--- src/design/cal_pkg.sv ---
// ----------------------------------------------------------------------------
// cal_pkg: shared types and constants for the compacting array list
// Request and status codes, controller states, cell control group and the
// depth of the gather tree.
// ----------------------------------------------------------------------------
package cal_pkg;

  localparam int REQ_W    = 2;
  localparam int DATA_W   = 32;
  localparam int INDEX_W  = 8;
  localparam int STATUS_W = 2;
  localparam int COUNT_W  = 9;
  localparam int FAN_IN   = 16;

  typedef enum logic [REQ_W-1:0] {
    REQ_APPEND = 2'd0,
    REQ_POP    = 2'd1,
    REQ_READ   = 2'd2,
    REQ_REMOVE = 2'd3
  } req_t;

  typedef enum logic [STATUS_W-1:0] {
    STATUS_OK    = 2'd0,
    STATUS_RANGE = 2'd1,
    STATUS_FULL  = 2'd2
  } status_t;

  typedef enum logic [1:0] {
    ST_IDLE    = 2'd0,
    ST_REDUCE  = 2'd1,
    ST_DELIVER = 2'd2
  } state_t;

  typedef struct packed {
    logic append_en;
    logic remove_en;
    logic capture_en;
  } cell_ctrl_t;

  // registered levels of the sixteen-way gather tree
  function automatic int tree_levels(input int leaves);
    int lg;
    lg = $clog2(leaves);
    return (lg + 3) / 4;
  endfunction

endpackage

--- src/design/cal_cell.sv ---
// ----------------------------------------------------------------------------
// cal_cell: one storage place of the list
// Holds one word, writes it on append at its position, takes the word of its
// right neighbor when a remove opens a gap at or before it, and captures its
// word into a tap register when it is the selected position.
// ----------------------------------------------------------------------------
module cal_cell #(
  parameter int WORD_WIDTH = 32,
  parameter int CW         = 9,
  parameter int IDX        = 0
) (
  input  logic                  clk,
  input  cal_pkg::cell_ctrl_t   ctrl,
  input  logic [CW-1:0]         append_pos,
  input  logic [CW-1:0]         sel_pos,
  input  logic [WORD_WIDTH-1:0] wr_data,
  input  logic [WORD_WIDTH-1:0] next_word,
  output logic [WORD_WIDTH-1:0] word,
  output logic [WORD_WIDTH-1:0] tap
);

  localparam logic [CW-1:0] MyPos = CW'(IDX);

  logic [WORD_WIDTH-1:0] word_r;
  logic [WORD_WIDTH-1:0] tap_r;

  always_ff @(posedge clk) begin
    if (ctrl.append_en && (append_pos == MyPos)) begin
      word_r <= wr_data;
    end else if (ctrl.remove_en && (MyPos >= sel_pos)) begin
      word_r <= next_word;
    end
    if (ctrl.capture_en) begin
      tap_r <= (sel_pos == MyPos) ? word_r : '0;
    end
  end

  assign word = word_r;
  assign tap  = tap_r;

endmodule

--- config.mk ---
export PLATFORM = sky130hd
export DESIGN_NAME = cal_cell
export DESIGN_NICKNAME = d
export VERILOG_FILES = /design/src/design/cal_pkg.sv /design/src/design/cal_cell.sv
export SDC_FILE = /design/constraint.sdc
export NUM_CORES = 1
export LEC_CHECK = 0
export BUFFER_PORTS_ARGS = -buffer_cell sky130_fd_sc_hd__clkbuf_2
export CORE_MARGIN = 2
export CORE_UTILIZATION = 43
export CTS_CLUSTER_SIZE = 16
export DETAILED_ROUTE_END_ITERATION = 8
export GPL_TIMING_DRIVEN = 0
export PLACE_DENSITY = 0.91
export SLEW_MARGIN = 20
export SYNTH_ARGS = -nofsm -noshare
export SYNTH_HDL_FRONTEND = slang
export SYNTH_SLANG_ARGS = --single-unit
--- constraint.sdc ---
create_clock -name clk -period 2.54 [get_ports clk]
set_clock_uncertainty 0.1 [all_clocks]
set_input_delay 0.254 -clock clk [delete_from_list [all_inputs] [get_ports clk]]
set_output_delay 0.254 -clock clk [all_outputs]
set_load 0.02 [all_outputs]
* Word level (Yosys, flattened, before mapping) *
Cells that the tools add are included.

storage, ports and cells
  logic and storage cells = 10
  bits in read-only memories = 0
  memory bits (writable) = 0
  latch bits = 0
  memories = 0
  register bits after elaboration = 64

operators by class
  divide/modulo/power cells = 0
  bitwise operators = 0
  reduce and logical (&&, ||, !) cells = 5
  equal/unequal tests = 0
  multiply operators = 0
  order comparisons = 1
  shifts and indexed selects = 0
  add/sub/neg operators = 0
  multiplexer cells = 2

operators by type and width
  kind                  count
  $mux W32              2
  $logic_not A9 Y1      2
  $ge A1 B9 Y1 const A  1
  $logic_and A1 B1 Y1   2
  $reduce_bool A2 Y1    1

* Longest topological paths before layout *
  word-level depth = 4
  mapped depth = 4

* Worst setup path before layout *
No wires, ideal clock.

  path type = input to register
  start point = in sel_pos[2]
  end point = reg word_r[0] (netlist: word[0]), enable pin
  library setup time = 0.375 ns
  stages on the path = 3
  required time = 2.065 ns
  arrival time = 1.638 ns
  slack = 0.426 ns
  cell sequence = or4_4 -> nor4_4 -> a21bo_2

on the way
  word-level cells in the longest chain between the ends = 3

RTL lines
  item                                 line            source
  start, declared                      cal_cell.sv:15  input logic [CW-1:0] sel_pos,
  $ge A1 B9 Y1                         cal_cell.sv:30  end else if (ctrl.remove_en && (MyPos >= sel_pos)) begin
  $logic_and A1 B1 Y1                  cal_cell.sv:30
  $reduce_bool A2 Y1 (no source line)  --
  end signal, assigned                 cal_cell.sv:29  word_r <= wr_data;
  end signal, assigned                 cal_cell.sv:31  word_r <= next_word;
  end, declared                        cal_cell.sv:24  logic [WORD_WIDTH-1:0] word_r;

Every way passes these cells.
A chain may end at the register's enable or synchronous reset.

* Final worst setup path *
  start point = in append_pos[5]
  end point = reg word_r[12] (netlist: word[12]), enable pin

on the way
  word-level cells in the longest chain between the ends = 3

RTL lines
  item                                 line            source
  start, declared                      cal_cell.sv:14  input logic [CW-1:0] append_pos,
  $logic_not A9 Y1                     cal_cell.sv:28  if (ctrl.append_en && (append_pos == MyPos)) begin
  $logic_and A1 B1 Y1                  cal_cell.sv:28
  $reduce_bool A2 Y1 (no source line)  --

Every way passes these cells.

==> results_dict.tcl <==
set metrics [dict create \
    crit_type "in -> reg" \
    critPathBufInv 2 \
    portBuffers 149 \
    clk_pin_slew_worst_paths_ns 0.06 \
    ant_nets 0 \
    drc 0 \
    critPathMaxFanout 32 \
    numCtsBuffers 9 \
    worstSetupStartpointType "input pin" \
    finalHoldViolCount 0 \
    synthAdderAreaFrac 0 \
    drive_gt1_frac 0.725 \
    totalWireLength_mm 5.37 \
    syn_area_um2 2600 \
    initial_utilization 0.443 \
    synth_cell_types 12 \
    cts_tree "built" \
    power.leakage_nw 1.63 \
    peakVddDrop_mv 0.298 \
    die_x_um 81.8 \
    synthTopCellsByArea "edfxtp_1 (74%), mux2_2 (14%), and2_2 (6.1%)" \
    coreArea_um2 5890 \
    cp.depth 5 \
    clk_path_buf_depth 2 \
    worstRegToRegCells 1 \
    synthesis.instances 141 \
    grt_util_all_layers 0.168 \
    place_inst 365 \
    synth_edf_count 64 \
    rr_endpoint "tap[22]" \
    drtIter0Drc 67 \
    async_reset_ff_frac 0 \
    synth_nets 227 \
    post_drt_via_cell_ratio 4.58 \
    synth_compound_area_frac 0.00384 \
    critPathCapture "word[12]" \
    worst_pin_slew_ns 0.825 \
    synth_xor_area_frac 0 \
    antenna_found_initial 0 \
    ys_seq_elements 64 \
    post-cts-setup-buffers 0 \
    instances_no_fill 377 \
    critPathRequiredTime_ns 2.38 \
    synth_top_cell_by_area "edfxtp_1" \
    ff2ff_setup_slack_ns 1.61 \
    vias 1728 \
    slew_headroom 0.450 \
    switchingPower_uw 391 \
    slew_violations 0 \
    rows 28 \
    gp_congestion 0.681 \
    crit_chain "clkbuf_2 -> nor4_1 -> nand4b_1 -> clkbuf_1 -> a21bo_2" \
    seqPwrFrac 0.569 \
    fin_crit_ns 2.31 \
    nFillCells 472 \
    ys_seq_area_frac 0.738 \
    first_pass_iters 4 \
    area_growth_pct 38.5 \
    synthTopCellsByCount "edfxtp_1 (64), mux2_2 (32), and2_2 (21), and2_1 (11)" \
    yosys_warnings 0 \
    max_stage_delay_ns 0.82 \
    p_sw_frac 0.189 \
    clock-sinks 64 \
    drv_cap 0 \
    timing.rr.start "word[22]" \
    grt_max_degree 33 \
    chipHeight_um 81.8 \
    finalNetCount 387 \
    grt_pass1_wl_mm 8.07 \
    comb_power_share 0.065 \
    hp-class "in -> reg" \
    synthMuxAreaShare 0.138 \
    fmax_mhz 433 \
    end_kind "flop" \
    status "complete, no violations" \
    power.density_nw_per_um2 574 \
    p_int_mw 1.68 \
    arrival_ns 2.14 \
    holdBufCountCts 0 \
    n_antenna_cell 0 \
    fin_crit_sh 0.908 \
    cts_htree_levels 3 \
    ioPinCount 150 \
    slowest_stage "a21bo_2" \
    cts_resized 0 \
    first_global_vias 1710 \
    post-route-util 0.613 \
    dpl.hpwl_mm 4.17 \
    ctsRootBufferMaster "clkbuf_8" \
    p_total_mw 2.07 \
    avgSynthCellArea_um2 18.5 \
    startpoint "append_pos[5]" \
    dieArea_um2 6700 \
    synth-simple-area-share 0.110 \
    post-synth-top-count-cell "edfxtp_1" \
    netlist.area_leader.share 0.738 \
    cp_top_family "compound AO/OA/AOI/OAI gates" \
    setup_viol 0 \
    overflow 0 \
    rsz0062_at_grt "false" \
    synth_top_flop_cell "edfxtp_1" \
    clkPwrFrac 0.366 \
    wl_per_cell_um 14.2 \
    insertion_delay_ns 0.31 \
    synth_top_family_by_area "multiplexers" \
]
[worst min path at each step]
stage,cells after the start,endpoint,start
global placement,1,tap[7],word[7]
global route,2,word[31],wr_data[31]
floorplan,0,tap[0],ctrl[0]
detailed placement,1,tap[6],word[6]
CTS,2,word[26],wr_data[26]
finish,2,word[5],wr_data[5]
[power groups by stage]
stage / sequential, mW / clock, mW / combinational [mW]
2_1_floorplan: 1.22 / 0 / 0.0265
4_1_cts: 1.18 / 0.778 / 0.137
3_5_place_dp: 1.20 / 0 / 0.136
6_report: 1.18 / 0.757 / 0.135
5_1_grt: 1.18 / 0.832 / 0.149
3_3_place_gp: 1.20 / 0 / 0.132
[through the flow]
step	hold slack, ns	area [um2]	setup slack [ns]	TNS, ns
2_1_floorplan	0.266	2610	0.426	0
3_3_place_gp	0.439	3440	-0.0701	-2.19
3_5_place_dp	0.440	3440	-0.129	-4.09
4_1_cts	0.120	3610	0.213	0
5_1_grt	0.112	3610	0.0237	0
6_report	0.140	3610	0.233	0
[placed cells by master, fill, tap and decap left out, drive strengths merged]
cell type / count
clkbuf: 165
edfxtp: 64
mux2: 32
and2: 32
nor4: 3
nand4b: 1
or4: 1
or3: 1
a21bo: 1
bufinv: 1
clkinv: 1
[per-layer routing]
layer  vias up  GRT usage  share of wire
li1        849          -              -
met1       789      0.185           0.37
met2        79      0.294           0.54
met3        11     0.0440          0.071
met4         0     0.0900          0.020
met5         -          0              0
[kinds of logic (layout without fill, tap and decap cells)]
logic type      Yosys count  after routing
compound gates            1              1
flops                    64             64
buf+inv                   6            167
simple gates             38             38
mux                      32             32
[sequential cells by signal (all words and copies together) (netlist names)]
name	count
word	32
tap	32
[area by class of cell]
class / instances / area, um2 / area share
buffer: 6 / 26.3 / 0.00728
clock buffer: 10 / 128 / 0.0354
clock inverter: 2 / 35.0 / 0.00971
multi-input combinational: 71 / 657 / 0.182
sequential: 64 / 1920 / 0.533
tap: 75 / 93.8 / 0.0260
timing repair buffer: 149 / 746 / 0.207
Note: power is estimated with default switching activity, not from simulation.
